===== src/design/swss_pkg.sv =====
// ----------------------------------------------------------------------------
// swss_pkg - shared types and constants of the send scoreboard
// Field widths, operation codes, sequencer states and the request format of
// the shared compare unit.
// ----------------------------------------------------------------------------
package swss_pkg;

  localparam int SEQ_W         = 32;
  localparam int TIME_W        = 32;
  localparam int LEN_W         = 11;
  localparam int WIN_W         = 16;
  localparam int TMO_W         = 16;
  localparam int SLOT_OUT_W    = 3;
  localparam int ALU_W         = 32;
  localparam logic [TMO_W-1:0] TIMEOUT_RESET = 16'd20;
  localparam logic [SEQ_W-1:0] SEQ_RESET     = 32'd1;

  // Input operation codes.
  typedef enum logic [1:0] {
    OP_TICK  = 2'd0,
    OP_ACK   = 2'd1,
    OP_OFFER = 2'd2,
    OP_END   = 2'd3
  } swss_op_t;

  // Sequencer states.
  typedef enum logic [3:0] {
    ST_IDLE,
    ST_ACK_RD,
    ST_ACK_EV,
    ST_OFFER_SCAN,
    ST_RTX_RD,
    ST_RTX_EV,
    ST_FILL_RD,
    ST_FILL_EV,
    ST_STATUS
  } swss_state_t;

  // Modes of the shared add and compare unit.
  typedef enum logic [1:0] {
    ALU_ADD_LE,
    ALU_SUB_GE,
    ALU_ADD_GT
  } alu_mode_t;

  typedef struct packed {
    alu_mode_t         mode;
    logic [ALU_W-1:0]  a;
    logic [ALU_W-1:0]  b;
    logic [ALU_W-1:0]  c;
  } alu_req_t;

endpackage


===== src/design/sliding_window_send_scoreboard_unit.sv =====
// ----------------------------------------------------------------------------
// sliding_window_send_scoreboard_unit - transmit scoreboard, cumulative ACK
// Tracks a window of segment slots, frees them on cumulative ACKs, stages
// offered chunks and issues send and retransmit commands.
// ----------------------------------------------------------------------------
// Each input item is a tick, a cumulative ACK, an offered chunk or an end of
// data mark. The unit answers it with zero or more send commands, timeouts
// first and then new segments in slot order within the advertised window,
// followed by one closing status item flagged by out_last. Items are handled
// one at a time: in_stall is high from the accept until the status item has
// been loaded into the output register. Each item runs the retransmit pass,
// the fill pass and the status item, after the ACK scan or the offer scan
// where it calls for one. The retransmit pass reads and judges in-flight
// slots and the fill pass staged slots; the fill pass ends early at the
// first staged slot that does not fit the window. Output stalls lengthen an
// item. The time an item takes is set by the single registered read port
// of the slot memories, visited one slot at a time, and by the one shared
// add and compare unit that judges each visited slot.
// ----------------------------------------------------------------------------
module sliding_window_send_scoreboard_unit
  import swss_pkg::*;
#(
  parameter int WINDOW_SLOTS = 8,
  parameter int MAX_SEGMENT  = 1024,
  parameter int RECV_WINDOW  = 65535
) (
  input  logic                  clk,
  input  logic                  rst_n,
  // Configuration
  input  logic                  cfg_wr_en,
  input  logic [TMO_W-1:0]      cfg_wr_data,
  // Input channel
  input  logic                  in_valid,
  output logic                  in_stall,
  input  logic [1:0]            in_operation,
  input  logic [SEQ_W-1:0]      in_ack_number,
  input  logic [WIN_W-1:0]      in_window_advert,
  input  logic [LEN_W-1:0]      in_chunk_length,
  // Result channel
  output logic                  out_valid,
  input  logic                  out_stall,
  output logic                  out_is_send,
  output logic [SLOT_OUT_W-1:0] out_slot_index,
  output logic [SEQ_W-1:0]      out_segment_seq,
  output logic [LEN_W-1:0]      out_segment_length,
  output logic                  out_is_retransmit,
  output logic                  out_chunk_accepted,
  output logic [WIN_W-1:0]      out_bytes_in_flight,
  output logic                  out_all_done,
  output logic                  out_last
);

  // Slot index width and the width of the in-flight byte count, which must
  // hold every slot at the largest possible length.
  localparam int IDX_W  = (WINDOW_SLOTS > 1) ? $clog2(WINDOW_SLOTS) : 1;
  localparam int INFL_W = $clog2(WINDOW_SLOTS * ((1 << LEN_W) - 1) + 1);
  localparam logic [IDX_W-1:0] LAST_IDX = IDX_W'(WINDOW_SLOTS - 1);

  // Sequencer and per-slot status bits.
  swss_state_t             state_r, state_nxt;
  logic [IDX_W-1:0]        idx_r, idx_nxt;
  logic [WINDOW_SLOTS-1:0] occ_r, occ_nxt;
  logic [WINDOW_SLOTS-1:0] sent_r, sent_nxt;

  // Scoreboard state.
  logic [TIME_W-1:0]       cur_time_r, cur_time_nxt;
  logic [SEQ_W-1:0]        tail_seq_r, tail_seq_nxt;
  logic [WIN_W-1:0]        window_r, window_nxt;
  logic                    data_ended_r, data_ended_nxt;
  logic [TMO_W-1:0]        timeout_r, timeout_nxt;

  // Per-item working registers.
  logic [SEQ_W-1:0]        ack_r, ack_nxt;
  logic [LEN_W-1:0]        clen_r, clen_nxt;
  logic                    accepted_r, accepted_nxt;
  logic [INFL_W-1:0]       inflight_r, inflight_nxt;

  // Output register.
  logic                    out_valid_r, out_valid_nxt;
  logic                    is_send_r, is_send_nxt;
  logic [SLOT_OUT_W-1:0]   slot_r, slot_nxt;
  logic [SEQ_W-1:0]        seg_seq_r, seg_seq_nxt;
  logic [LEN_W-1:0]        seg_len_r, seg_len_nxt;
  logic                    retx_r, retx_nxt;
  logic                    acc_r, acc_nxt;
  logic [WIN_W-1:0]        infl_out_r, infl_out_nxt;
  logic                    done_r, done_nxt;
  logic                    last_r, last_nxt;

  // Slot memory read data, always for slot idx_r in the cycle after it is set.
  logic [SEQ_W-1:0]        seq_rd;
  logic [LEN_W-1:0]        len_rd;
  logic [TIME_W-1:0]       time_rd;

  // Helpers.
  logic                    in_fire;
  logic                    can_emit;
  logic                    last_slot;
  logic                    occ_bit;
  logic                    sent_bit;
  logic                    hit;
  alu_req_t                alu_req;
  logic [LEN_W-1:0]        clen_clamped;

  // Control from the sequencer's output decode.
  logic                    load_item;
  logic                    idx_adv;
  logic                    idx_zero;
  logic                    stage;
  logic                    clr_slot;
  logic                    set_sent;
  logic                    wr_time;
  logic                    add_infl;
  logic                    emit_rtx;
  logic                    emit_new;
  logic                    emit_stat;

  assign in_stall  = (state_r != ST_IDLE);
  assign in_fire   = in_valid && !in_stall;
  assign can_emit  = !out_valid_r || !out_stall;
  assign last_slot = (idx_r == LAST_IDX);
  assign occ_bit   = occ_r[idx_r];
  assign sent_bit  = sent_r[idx_r];

  // Offered lengths above the segment limit are clamped to it.
  assign clen_clamped = ({{(TMO_W-LEN_W){1'b0}}, in_chunk_length} > TMO_W'(MAX_SEGMENT))
                        ? LEN_W'(MAX_SEGMENT) : in_chunk_length;

  // Slot memories. All writes go to the slot under the scan index.
  swss_ram #(.WIDTH(SEQ_W), .DEPTH(WINDOW_SLOTS)) u_seq_ram (
    .clk   (clk),
    .we    (stage),
    .waddr (idx_r),
    .wdata (tail_seq_r),
    .raddr (idx_r),
    .rdata (seq_rd)
  );

  swss_ram #(.WIDTH(LEN_W), .DEPTH(WINDOW_SLOTS)) u_len_ram (
    .clk   (clk),
    .we    (stage),
    .waddr (idx_r),
    .wdata (clen_r),
    .raddr (idx_r),
    .rdata (len_rd)
  );

  swss_ram #(.WIDTH(TIME_W), .DEPTH(WINDOW_SLOTS)) u_time_ram (
    .clk   (clk),
    .we    (stage || wr_time),
    .waddr (idx_r),
    .wdata (cur_time_r),
    .raddr (idx_r),
    .rdata (time_rd)
  );

  // The shared compare unit: the ACK free test, the timeout test and the
  // window test each take their turn depending on the pass.
  always_comb begin
    alu_req.mode = ALU_ADD_LE;
    alu_req.a    = seq_rd;
    alu_req.b    = {{(ALU_W-LEN_W){1'b0}}, len_rd};
    alu_req.c    = ack_r;
    case (state_r)
      ST_RTX_EV: begin
        alu_req.mode = ALU_SUB_GE;
        alu_req.a    = cur_time_r;
        alu_req.b    = time_rd;
        alu_req.c    = {{(ALU_W-TMO_W){1'b0}}, timeout_r};
      end
      ST_FILL_EV: begin
        alu_req.mode = ALU_ADD_GT;
        alu_req.a    = ALU_W'(inflight_r);
        alu_req.c    = {{(ALU_W-WIN_W){1'b0}}, window_r};
      end
      default: begin
      end
    endcase
  end

  swss_alu u_alu (
    .req (alu_req),
    .hit (hit)
  );

  // Next state. An ACK scans for freed slots and an offer scans for the
  // lowest empty slot; every item then runs the retransmit pass, the fill
  // pass and the status item.
  always_comb begin
    state_nxt = state_r;
    case (state_r)
      ST_IDLE: begin
        if (in_fire) begin
          case (swss_op_t'(in_operation))
            OP_ACK:   state_nxt = ST_ACK_RD;
            OP_OFFER: state_nxt = ((in_chunk_length != '0) && !data_ended_r)
                                  ? ST_OFFER_SCAN : ST_RTX_RD;
            default:  state_nxt = ST_RTX_RD;
          endcase
        end
      end
      ST_ACK_RD: begin
        if (occ_bit) begin
          state_nxt = ST_ACK_EV;
        end else if (last_slot) begin
          state_nxt = ST_RTX_RD;
        end
      end
      ST_ACK_EV: begin
        state_nxt = last_slot ? ST_RTX_RD : ST_ACK_RD;
      end
      ST_OFFER_SCAN: begin
        if (!occ_bit || last_slot) begin
          state_nxt = ST_RTX_RD;
        end
      end
      ST_RTX_RD: begin
        if (occ_bit && sent_bit) begin
          state_nxt = ST_RTX_EV;
        end else if (last_slot) begin
          state_nxt = ST_FILL_RD;
        end
      end
      ST_RTX_EV: begin
        if (!hit || can_emit) begin
          state_nxt = last_slot ? ST_FILL_RD : ST_RTX_RD;
        end
      end
      ST_FILL_RD: begin
        if (occ_bit && !sent_bit) begin
          state_nxt = ST_FILL_EV;
        end else if (last_slot) begin
          state_nxt = ST_STATUS;
        end
      end
      ST_FILL_EV: begin
        if (hit) begin
          state_nxt = ST_STATUS;
        end else if (can_emit) begin
          state_nxt = last_slot ? ST_STATUS : ST_FILL_RD;
        end
      end
      ST_STATUS: begin
        if (can_emit) begin
          state_nxt = ST_IDLE;
        end
      end
      default: state_nxt = ST_IDLE;
    endcase
  end

  // Sequencer outputs.
  always_comb begin
    load_item = 1'b0;
    idx_adv   = 1'b0;
    idx_zero  = 1'b0;
    stage     = 1'b0;
    clr_slot  = 1'b0;
    set_sent  = 1'b0;
    wr_time   = 1'b0;
    add_infl  = 1'b0;
    emit_rtx  = 1'b0;
    emit_new  = 1'b0;
    emit_stat = 1'b0;
    case (state_r)
      ST_IDLE: begin
        if (in_fire) begin
          load_item = 1'b1;
          idx_zero  = 1'b1;
        end
      end
      ST_ACK_RD: begin
        if (!occ_bit) begin
          idx_adv = 1'b1;
        end
      end
      ST_ACK_EV: begin
        idx_adv  = 1'b1;
        clr_slot = hit;
      end
      ST_OFFER_SCAN: begin
        if (!occ_bit) begin
          stage    = 1'b1;
          idx_zero = 1'b1;
        end else begin
          idx_adv = 1'b1;
        end
      end
      ST_RTX_RD: begin
        if (!(occ_bit && sent_bit)) begin
          idx_adv = 1'b1;
        end
      end
      ST_RTX_EV: begin
        if (!hit) begin
          add_infl = 1'b1;
          idx_adv  = 1'b1;
        end else if (can_emit) begin
          emit_rtx = 1'b1;
          wr_time  = 1'b1;
          add_infl = 1'b1;
          idx_adv  = 1'b1;
        end
      end
      ST_FILL_RD: begin
        if (!(occ_bit && !sent_bit)) begin
          idx_adv = 1'b1;
        end
      end
      ST_FILL_EV: begin
        if (hit) begin
          idx_zero = 1'b1;
        end else if (can_emit) begin
          emit_new = 1'b1;
          wr_time  = 1'b1;
          set_sent = 1'b1;
          add_infl = 1'b1;
          idx_adv  = 1'b1;
        end
      end
      ST_STATUS: begin
        emit_stat = can_emit;
      end
      default: begin
      end
    endcase
  end

  // Datapath next values.
  always_comb begin
    idx_nxt        = idx_r;
    occ_nxt        = occ_r;
    sent_nxt       = sent_r;
    cur_time_nxt   = cur_time_r;
    tail_seq_nxt   = tail_seq_r;
    window_nxt     = window_r;
    data_ended_nxt = data_ended_r;
    timeout_nxt    = cfg_wr_en ? cfg_wr_data : timeout_r;
    ack_nxt        = ack_r;
    clen_nxt       = clen_r;
    accepted_nxt   = accepted_r;
    inflight_nxt   = inflight_r;

    if (idx_zero) begin
      idx_nxt = '0;
    end else if (idx_adv) begin
      idx_nxt = last_slot ? '0 : idx_r + 1'b1;
    end

    if (load_item) begin
      ack_nxt      = in_ack_number;
      clen_nxt     = clen_clamped;
      accepted_nxt = 1'b0;
      inflight_nxt = '0;
      case (swss_op_t'(in_operation))
        OP_TICK: cur_time_nxt = cur_time_r + 1'b1;
        OP_ACK:  window_nxt   = in_window_advert;
        OP_OFFER: begin
          // A zero-length offer stands for end of data.
          if (in_chunk_length == '0) begin
            data_ended_nxt = 1'b1;
          end
        end
        OP_END:  data_ended_nxt = 1'b1;
        default: begin
        end
      endcase
    end

    if (stage) begin
      occ_nxt[idx_r]  = 1'b1;
      sent_nxt[idx_r] = 1'b0;
      tail_seq_nxt    = tail_seq_r + {{(SEQ_W-LEN_W){1'b0}}, clen_r};
      accepted_nxt    = 1'b1;
    end

    // Freeing drops staged slots as well as sent ones.
    if (clr_slot) begin
      occ_nxt[idx_r]  = 1'b0;
      sent_nxt[idx_r] = 1'b0;
    end

    if (set_sent) begin
      sent_nxt[idx_r] = 1'b1;
    end

    if (add_infl) begin
      inflight_nxt = inflight_r + INFL_W'(len_rd);
    end
  end

  // Output register: a finished item waits here while the next input item
  // may already be taken.
  always_comb begin
    out_valid_nxt = out_valid_r && out_stall;
    is_send_nxt   = is_send_r;
    slot_nxt      = slot_r;
    seg_seq_nxt   = seg_seq_r;
    seg_len_nxt   = seg_len_r;
    retx_nxt      = retx_r;
    acc_nxt       = acc_r;
    infl_out_nxt  = infl_out_r;
    done_nxt      = done_r;
    last_nxt      = last_r;
    if (emit_rtx || emit_new) begin
      out_valid_nxt = 1'b1;
      is_send_nxt   = 1'b1;
      slot_nxt      = SLOT_OUT_W'(idx_r);
      seg_seq_nxt   = seq_rd;
      seg_len_nxt   = len_rd;
      retx_nxt      = emit_rtx;
      acc_nxt       = 1'b0;
      infl_out_nxt  = '0;
      done_nxt      = 1'b0;
      last_nxt      = 1'b0;
    end else if (emit_stat) begin
      out_valid_nxt = 1'b1;
      is_send_nxt   = 1'b0;
      slot_nxt      = '0;
      seg_seq_nxt   = '0;
      seg_len_nxt   = '0;
      retx_nxt      = 1'b0;
      acc_nxt       = accepted_r;
      infl_out_nxt  = WIN_W'(inflight_r);
      done_nxt      = data_ended_r && !(|occ_r);
      last_nxt      = 1'b1;
    end
  end

  // Control state with reset.
  always_ff @(posedge clk) begin
    if (!rst_n) begin
      state_r      <= ST_IDLE;
      idx_r        <= '0;
      occ_r        <= '0;
      sent_r       <= '0;
      cur_time_r   <= '0;
      tail_seq_r   <= SEQ_RESET;
      window_r     <= WIN_W'(RECV_WINDOW);
      data_ended_r <= 1'b0;
      timeout_r    <= TIMEOUT_RESET;
      out_valid_r  <= 1'b0;
    end else begin
      state_r      <= state_nxt;
      idx_r        <= idx_nxt;
      occ_r        <= occ_nxt;
      sent_r       <= sent_nxt;
      cur_time_r   <= cur_time_nxt;
      tail_seq_r   <= tail_seq_nxt;
      window_r     <= window_nxt;
      data_ended_r <= data_ended_nxt;
      timeout_r    <= timeout_nxt;
      out_valid_r  <= out_valid_nxt;
    end
  end

  // Payload registers, no reset needed.
  always_ff @(posedge clk) begin
    ack_r      <= ack_nxt;
    clen_r     <= clen_nxt;
    accepted_r <= accepted_nxt;
    inflight_r <= inflight_nxt;
    is_send_r  <= is_send_nxt;
    slot_r     <= slot_nxt;
    seg_seq_r  <= seg_seq_nxt;
    seg_len_r  <= seg_len_nxt;
    retx_r     <= retx_nxt;
    acc_r      <= acc_nxt;
    infl_out_r <= infl_out_nxt;
    done_r     <= done_nxt;
    last_r     <= last_nxt;
  end

  assign out_valid           = out_valid_r;
  assign out_is_send         = is_send_r;
  assign out_slot_index      = slot_r;
  assign out_segment_seq     = seg_seq_r;
  assign out_segment_length  = seg_len_r;
  assign out_is_retransmit   = retx_r;
  assign out_chunk_accepted  = acc_r;
  assign out_bytes_in_flight = infl_out_r;
  assign out_all_done        = done_r;
  assign out_last            = last_r;

endmodule


===== src/design/swss_ram.sv =====
// ----------------------------------------------------------------------------
// swss_ram - generic single write, single read RAM
// One write port and one read port; the read data is registered.
// ----------------------------------------------------------------------------
module swss_ram #(
  parameter int WIDTH = 32,
  parameter int DEPTH = 8
) (
  input  logic                                    clk,
  input  logic                                    we,
  input  logic [((DEPTH > 1) ? $clog2(DEPTH) : 1)-1:0] waddr,
  input  logic [WIDTH-1:0]                        wdata,
  input  logic [((DEPTH > 1) ? $clog2(DEPTH) : 1)-1:0] raddr,
  output logic [WIDTH-1:0]                        rdata
);

  logic [WIDTH-1:0] mem_r [DEPTH];

  always_ff @(posedge clk) begin
    if (we) begin
      mem_r[waddr] <= wdata;
    end
    rdata <= mem_r[raddr];
  end

endmodule


===== src/design/swss_alu.sv =====
// ----------------------------------------------------------------------------
// swss_alu - shared add and compare unit
// Forms a + b or a - b at 32 bits and compares the result against c.
// ----------------------------------------------------------------------------
module swss_alu
  import swss_pkg::*;
(
  input  alu_req_t req,
  output logic     hit
);

  logic             sub;
  logic [ALU_W-1:0] opnd_b;
  logic [ALU_W-1:0] res;

  assign sub    = (req.mode == ALU_SUB_GE);
  assign opnd_b = sub ? ~req.b : req.b;
  assign res    = req.a + opnd_b + {{(ALU_W-1){1'b0}}, sub};

  always_comb begin
    case (req.mode)
      ALU_ADD_LE: hit = (res <= req.c);
      ALU_SUB_GE: hit = (res >= req.c);
      ALU_ADD_GT: hit = (res > req.c);
      default:    hit = 1'b0;
    endcase
  end

endmodule

===== config.mk =====
export PLATFORM = sky130hd
export DESIGN_NAME = sliding_window_send_scoreboard_unit
export DESIGN_NICKNAME = d
export VERILOG_FILES = /design/src/design/swss_pkg.sv /design/src/design/sliding_window_send_scoreboard_unit.sv /design/src/design/swss_ram.sv /design/src/design/swss_alu.sv
export SDC_FILE = /design/constraint.sdc
export NUM_CORES = 1
export LEC_CHECK = 0
export BUFFER_PORTS_ARGS = -buffer_cell sky130_fd_sc_hd__buf_2
export CAP_MARGIN = 30
export CORE_MARGIN = 3
export CORE_UTILIZATION = 55
export CTS_BUF_LIST = sky130_fd_sc_hd__clkbuf_4
export CTS_CLUSTER_SIZE = 14
export DETAILED_ROUTE_END_ITERATION = 7
export GPL_TIMING_DRIVEN = 0
export PLACE_DENSITY = 0.72
export SETUP_SLACK_MARGIN = 0.2
export SLEW_MARGIN = 40
export SYNTH_ARGS = -nofsm -noshare
export SYNTH_HDL_FRONTEND = slang
export SYNTH_SLANG_ARGS = --single-unit

===== constraint.sdc =====
create_clock -name clk -period 10.3 [get_ports clk]
set_clock_uncertainty 0.05 [all_clocks]
set_input_delay 2.06 -clock clk [delete_from_list [all_inputs] [get_ports clk]]
set_output_delay 2.06 -clock clk [all_outputs]
set_load 0.1 [all_outputs]

==> results of run 1 <==
## power breakdown
part	switching, mW	total, mW	internal (mW)
Combinational	1.85	2.73	0.883
Clock	1.46	3.10	1.64
Sequential	0.317	4.58	4.26
## path summary, 6_finish.rpt
check / from / endpoint / depth (start not counted)
worst min register to register: out_chunk_accepted$_SDFFE_PP0P_ / out_chunk_accepted$_SDFFE_PP0P_ / 2
worst max register to register: state_r[1]$_SDFFE_PN0P_ / out_slot_index[2]$_SDFFCE_PN0P_ / 27
worst max-delay path: state_r[1]$_SDFFE_PN0P_ / out_slot_index[2]$_SDFFCE_PN0P_ / 27
worst min-delay path: out_chunk_accepted$_SDFFE_PP0P_ / out_chunk_accepted$_SDFFE_PP0P_ / 2
## worst max-delay path, cell delays in order (launching register included)
cell and delay, ns:
sky130_fd_sc_hd__dfxtp_1 0.36, sky130_fd_sc_hd__buf_2 0.24, sky130_fd_sc_hd__buf_1 0.44, sky130_fd_sc_hd__clkbuf_1 0.57
sky130_fd_sc_hd__clkbuf_2 0.48, sky130_fd_sc_hd__mux2i_1 0.22, sky130_fd_sc_hd__o21ai_0 0.15, sky130_fd_sc_hd__ha_1 0.46
sky130_fd_sc_hd__nand4_1 0.18, sky130_fd_sc_hd__or4_1 0.56, sky130_fd_sc_hd__o21a_1 0.21, sky130_fd_sc_hd__o211ai_1 0.16
sky130_fd_sc_hd__a31oi_1 0.30, sky130_fd_sc_hd__nor2_1 0.28, sky130_fd_sc_hd__o211ai_1 0.17, sky130_fd_sc_hd__a21oi_1 0.23
sky130_fd_sc_hd__xor2_1 0.20, sky130_fd_sc_hd__ha_1 0.27, sky130_fd_sc_hd__a21oi_1 0.12, sky130_fd_sc_hd__o21a_1 0.18
sky130_fd_sc_hd__o211ai_1 0.13, sky130_fd_sc_hd__a221oi_1 0.56, sky130_fd_sc_hd__a21boi_2 0.56, sky130_fd_sc_hd__mux2i_1 0.41
sky130_fd_sc_hd__and2_1 0.37, sky130_fd_sc_hd__clkbuf_1 0.44, sky130_fd_sc_hd__nand2b_4 0.37, sky130_fd_sc_hd__buf_12 0.27
## cells in the final DEF, fill, tap and decap left out, types with 19 or more instances in the layout
master | netlist | final
sky130_fd_sc_hd__a21o_1 | 30 | 30
sky130_fd_sc_hd__a21oi_1 | 120 | 120
sky130_fd_sc_hd__a221oi_1 | 46 | 46
sky130_fd_sc_hd__a22oi_1 | 184 | 184
sky130_fd_sc_hd__and3_1 | 72 | 72
sky130_fd_sc_hd__buf_16 | 0 | 22
sky130_fd_sc_hd__buf_2 | 8 | 160
sky130_fd_sc_hd__buf_8 | 0 | 19
sky130_fd_sc_hd__clkbuf_1 | 124 | 92
sky130_fd_sc_hd__clkbuf_2 | 0 | 33
sky130_fd_sc_hd__clkbuf_4 | 0 | 351
sky130_fd_sc_hd__clkinv_1 | 0 | 37
sky130_fd_sc_hd__dfxtp_1 | 215 | 215
sky130_fd_sc_hd__edfxtp_1 | 704 | 704
sky130_fd_sc_hd__ha_1 | 91 | 91
sky130_fd_sc_hd__inv_1 | 35 | 34
sky130_fd_sc_hd__mux2_2 | 51 | 51
sky130_fd_sc_hd__mux2i_1 | 61 | 61
sky130_fd_sc_hd__nand2_1 | 230 | 230
sky130_fd_sc_hd__nand2b_1 | 24 | 23
sky130_fd_sc_hd__nand3_1 | 58 | 58
sky130_fd_sc_hd__nand4_1 | 57 | 57
sky130_fd_sc_hd__nor2_1 | 180 | 163
sky130_fd_sc_hd__nor2b_1 | 23 | 23
sky130_fd_sc_hd__nor3_1 | 22 | 21
sky130_fd_sc_hd__o211ai_1 | 20 | 20
sky130_fd_sc_hd__o21ai_0 | 101 | 101
sky130_fd_sc_hd__xnor2_1 | 55 | 55
sky130_fd_sc_hd__xor2_1 | 32 | 32
## cells by family (layout without fill, tap and decap cells)
group	count (synthesis)	count (layout)	share of synthesized area, %
XOR/XNOR	87	87	2.048
adder cells (fa/ha/maj)	94	94	3.221
AND/OR/NAND/NOR	727	727	9.388
multiplexers	122	122	3.790
flip-flops	919	919	68.38
other	1	6	0.01008
AO/OA/AOI/OAI	614	614	11.20
buffers and inverters	188	787	1.964
## repair_timing
action | 4_1_cts | 5_1_grt
gates resized for setup | 0 | 7
hold endpoints to repair | 0 | 0
setup endpoints to repair | 0 | 195
## per-stage QoR
step	worst slack [ns]	instances	setup TNS (ns)	instance area (um^2)
after floorplan	2.625	2753	0	37210
after global placement	-1.523	3764	-396.52	39030
after global routing	0.3181	4219	0	43190
final	0.8773	4220	0	43190
after detailed placement	0.5780	3809	0	40170
after CTS	0.4641	4215	0	43150
## per-layer routing
metal | track usage (%) | vias to the layer above | part of all wire, %
met4 | 16.05 | 6 | 5.1
met3 | 8.819 | 311 | 11
met5 | 0 | - | 0.036
met2 | 50.16 | 1650 | 46
met1 | 41.19 | 12910 | 37
li1 | - | 11560 | -
## sequential cells by signal (all words and copies together), names as in the netlist, 4 cells and up
signal	cells
ack_r	32
clen_r	11
cur_time_r	32
inflight_r	14
occ_r	8
out_bytes_in_flight	14
out_segment_length	11
out_segment_seq	32
sent_r	8
state_r	4
tail_seq_r	32
timeout_r	16
u_len_ram.mem_r	88
u_len_ram.rdata	11
u_seq_ram.mem_r	256
u_seq_ram.rdata	32
u_time_ram.mem_r	256
u_time_ram.rdata	32
window_r	16
## layout make-up
class / instances / area (um^2) / area share, %
multi-input combinational: 1646 / 11200 / 25.93
clock inverter: 55 / 352.8 / 0.8169
clock buffer: 351 / 2635 / 6.100
antenna: 4 / 10.01 / 0.02317
timing repair buffer: 193 / 1690 / 3.913
tap: 864 / 1081 / 2.503
sequential: 919 / 25440 / 58.91
inverter: 35 / 133.9 / 0.3099
buffer: 153 / 645.6 / 1.495
==> results.md, run 1 <==
- Routability cong.: ~0.96
- Number of flops mapped to enable cells by yosys: a little over 700
- Number of max-cap violations: 0
- Post-CTS Setup Bufs: 0
- Synthesized area per cell: approximately 14 um^2
- Count of fill cells added during filler insertion: just under 5,000
- Worst hold path type: reg2reg
- Crit end category: flop
- Via total after detailed routing: 26,430
- Number of nets in the layout: ~3,300
- Status: complete, no violations
- Number of buffers created by CTS: 216
- Die extent in y: 266.1 um
- Insertion delay to the later sink of the worst-skew pair: around 1.1 ns
- Data arrival time of the critical path: 10.08 ns
- Antenna violations before repair: 7
- Wire length of the first global-routing pass: ~160 mm
- Top fanout value on the critical path: 32
- Routed len/inst: 26.99 um
- Number of global-route vias before repair: 26,070
- Seq/Total Area, Yosys: 68.38%
- Number of sinks handled by clock tree synthesis: 919
- Maximum vdd drop: 0.0001577 V
- Number of buffers inserted by hold repair at cts: 0
- Mapped Cells: 2,752
- Synth top cells by count: 704 x sky130_fd_sc_hd__edfxtp_1, 230 x sky130_fd_sc_hd__nand2_1, 215 x sky130_fd_sc_hd__dfxtp_1
- Number of hold-slack violations in the final timing report: 0
- Drt first-iter violations: 3,393
- Cell types occupying the most area after synthesis: sky130_fd_sc_hd__edfxtp_1 57%, sky130_fd_sc_hd__dfxtp_1 12%, sky130_fd_sc_hd__a22oi_1 3.7%
- Deepest level of the CTS H-tree: 4
- Most used flip-flop cell after synthesis: sky130_fd_sc_hd__edfxtp_1
- Number of buffers on the longest clock path: 3
- Pins Over Slew Limit: 0
- Top achievable clock speed: between 100 and 150 MHz
- Input/output buffers: 147
- Clk slew on worst S/H paths: 0.07 ns
- Length of the first detailed-routing pass in iterations: 6
- Critical setup path kind: reg2reg
- Die outline width: ~270 um
- Ratio of cells with drive above 1 in the final layout: 21.24%
- Top-Level Pins: around 150
- Via-to-Cell Ratio: 6.263
- Post-route core utilization: 65.12%
- Yosys reg bits: 919
- Transition at the pin with the smallest max-transition slack: 0.9285 ns
- Clk Tree Root Cell: sky130_fd_sc_hd__clkbuf_4
- CTS tree: built
- Leakage power of the design: 15.70 nW
- Number of warnings printed during yosys synthesis: 0
- Library cell with the highest instance count after synthesis: sky130_fd_sc_hd__edfxtp_1
- Fin crit period: ~9.4 ns
- Required time at the endpoint of the critical path: 10.95 ns
- Total grt overflow: 0
- Relative max-transition margin: 38.10%
- Period utilisation layout: 91.48%
- DR DRC count: 0
- Post-layout total power: 10.41 mW
- Final antenna-violating net count: 0
- Summed instance area of the synthesized netlist: 37,210 um^2
- Worst hold-check slack: between 0.4 and 0.5 ns
- Power per cell area: 241.1 nW/um^2
- Area share of the largest cell type after synthesis: 56.81%
- Maximum number of pins on one net before global-route repair: 34
- All-Layer GR Usage: roughly a third
- Placement row count: between 90 and 100
- Layout overhead on the synthesized area: 16.08%
- Area of the die: just over 70,000 um^2
- Starting density of the core: 56.10%
- CORE AREA: 66,330 um^2
- Cell accounting for the most synthesized area: sky130_fd_sc_hd__edfxtp_1
- Register-to-register path setup slack: 0.88 ns
- Wire length reported by the detailed router: 113.9 mm
- Kind of launch point of the worst setup path: flop
- Final setup violation count: 0
- FFs w/ async S/R, synth: 0%
- Setup repair after global routing missed its margin: false
- Count of cell types in the netlist: 74
- Final HPWL from detailed placement: roughly 81 mm
Power figures use the tool's default switching activity.
==> run 2, diff against run 1 <==
SLEW_MARGIN = unset   (was 40)
clock period = 11.03 ns   (was 10.3 ns; I/O delays follow)
==> results.md, run 2 (same netlist as run 1, synthesis figures left out) <==
- Status: complete, no violations
- Via-to-Cell Ratio: 6.245
- Starting density of the core: 56.10%
- Area of the die: between 70,000 and 80,000 um^2
- Post-CTS Setup Bufs: 0
- Wire length of the first global-routing pass: 164.0 mm
- CTS tree: built
- Setup WS post-layout: ~0.92 ns
- Final antenna-violating net count: 0
- Required time at the endpoint of the critical path: 11.72 ns
- Die extent in y: 266.1 um
- Slowest Stage Delay on Critical Path: 0.82 ns
- Pins Over Slew Limit: 0
- Routed len/inst: 26.81 um
- Maximum number of pins on one net before global-route repair: 34
- Logic gate share of total power: 26.5%
- Antenna violations before repair: 6
- Number of buffers on the longest clock path: 3
- Relative max-transition margin: 26.05%
- Path depth of the worst reg2reg path: 28
- Post_cts resized: 0
- DR DRC count: 0
- Clk Tree Root Cell: sky130_fd_sc_hd__clkbuf_4
- Number of buffers inserted by hold repair at cts: 0
- Clock group share of total power: 29.2%
- Number of nets in the layout: 3,337
- Top-Level Pins: 151
- Critical setup path kind: reg2reg
- Switching share of total power: 35.17%
- Hold-critical path depth: 2
- Deepest level of the CTS H-tree: 4
- Placement row count: 94
- Reg power frac: 44.3%
- CORE AREA: between 60,000 and 70,000 um^2
- Leakage power of the design: 15.37 nW
- Most frequent cells in the layout: 704 x sky130_fd_sc_hd__edfxtp_1, 329 x sky130_fd_sc_hd__clkbuf_4, 230 x sky130_fd_sc_hd__nand2_1
- Length of the first detailed-routing pass in iterations: 6
- Input/output buffers: roughly 150
- Wire length reported by the detailed router: 113.2 mm
- Internal power: 6.267 mW
- Switching power total: 3.400 mW
- Number of hold-slack violations in the final timing report: 0
- Transition at the pin with the smallest max-transition slack: 1.109 ns
- Clk slew on worst S/H paths: approximately 0.070 ns
- Slowest library cell on the worst path: sky130_fd_sc_hd__a21boi_1
- Number of max-cap violations: 0
- Fin crit period: 10.11 ns
- Ratio of cells with drive above 1 in the final layout: 19.42%
- Final non-filler cell total: 4,224
- Number of sinks handled by clock tree synthesis: 919
- Number of global-route vias before repair: 26,060
- Maximum vdd drop: between 0.00015 and 0.0002 V
- Setup repair after global routing missed its margin: false
- Insertion delay to the later sink of the worst-skew pair: between 1 and 1.5 ns
- Data arrival time of the critical path: 10.79 ns
- Worst hold path type: reg2reg
- Commonest non-fill, non-tap cell in the layout: sky130_fd_sc_hd__edfxtp_1
- Number of buffers created by CTS: 219
- Via total after detailed routing: 26,380
- Top fanout value on the critical path: 17
- Kind of launch point of the worst setup path: flop
- Post-route core utilization: 64.58%
- Regs by FF count: u_seq_ram.mem_r x256, u_time_ram.mem_r x256, u_len_ram.mem_r x88
- Placed cell count: between 3,000 and 4,000
- Critical Path Most Common Cell: sky130_fd_sc_hd__o211ai_1
- Total grt overflow: 0
- Top achievable clock speed: 98.94 MHz
- Worst slack, placed: 1.108 ns
- Routability cong.: 0.9615
- Final setup violation count: 0
- Power per cell area: between 200 and 250 nW/um^2
- Die outline width: 266.1 um
- Final HPWL from detailed placement: 79.13 mm
- Post-layout total power: 9.667 mW
- Period utilisation layout: 91.63%
- Layout overhead on the synthesized area: 15.12%
- Drt first-iter violations: ~3,400
- All-Layer GR Usage: about a third
- Crit end category: flop
- Setup Total Neg Slack: 0 ns
==> run 2: path summary, 6_finish.rpt <==
kind	startpoint	to	slack, ns
worst max-delay path	state_r[1]$_SDFFE_PN0P_	u_time_ram.mem_r[7][24]$_DFFE_PP_	0.92
worst min-delay path	out_bytes_in_flight[9]$_SDFFE_PP0P_	out_bytes_in_flight[9]$_SDFFE_PP0P_	0.41
worst max register to register	state_r[1]$_SDFFE_PN0P_	u_time_ram.mem_r[7][24]$_DFFE_PP_	0.92
worst min register to register	out_bytes_in_flight[9]$_SDFFE_PP0P_	out_bytes_in_flight[9]$_SDFFE_PP0P_	0.41
==> run 2: stage by stage <==
| stage | hold slack [ns] | cell area (um^2) |
|---|---|---|
| 4_1_cts | 0.4118 | 42780 |
| 6_report | 0.4064 | 42840 |
| 5_1_grt | 0.4311 | 42830 |
| 3_5_place_dp | 0.4000 | 39850 |
| 3_3_place_gp | 0.3845 | 39030 |
| 2_1_floorplan | 0.3690 | 37210 |
==> run 2: critical path, delay by kind of cell (launching register included) <==
family | cells | cell delay [ns]
AOI/OAI and AO/OA | 11 | 2.99
xor gates and xnor gates | 1 | 0.19
adders and majority gates | 2 | 0.74
buffers and inverters | 6 | 2.55
DFF | 1 | 0.37
muxes | 2 | 0.71
and+or+nand+nor | 6 | 2.16
==> run 2: routing by layer <==
layer	vias to the layer above	GRT usage, %	part of all wire (%)
li1	11540	-	-
met1	12860	41.35	38
met2	1675	49.62	46
met3	303	7.748	11
met4	2	17.13	5.2
met5	-	0	0.012
==> run 2: power by group through the flow <==
stage | logic [mW] | clock network [mW] | registers, mW
3_5_place_dp | 2.49 | 0 | 4.34
6_report | 2.56 | 2.82 | 4.28
3_3_place_gp | 2.39 | 0 | 4.34
5_1_grt | 2.76 | 3.04 | 4.28
4_1_cts | 2.51 | 2.86 | 4.26
2_1_floorplan | 1.52 | 0 | 4.36
==> run 2: layout make-up <==
cell class | count | area, um^2
flip-flops and latches | 919 | 25440
fillers | 5014 | 23500
multi-input cells | 1646 | 11170
clock buffers | 329 | 2470
repair buffers | 187 | 1473
well taps | 864 | 1081
plain buffers | 153 | 599.3
clock inverters | 83 | 452.9
inverters | 35 | 131.4
diodes | 8 | 20.02
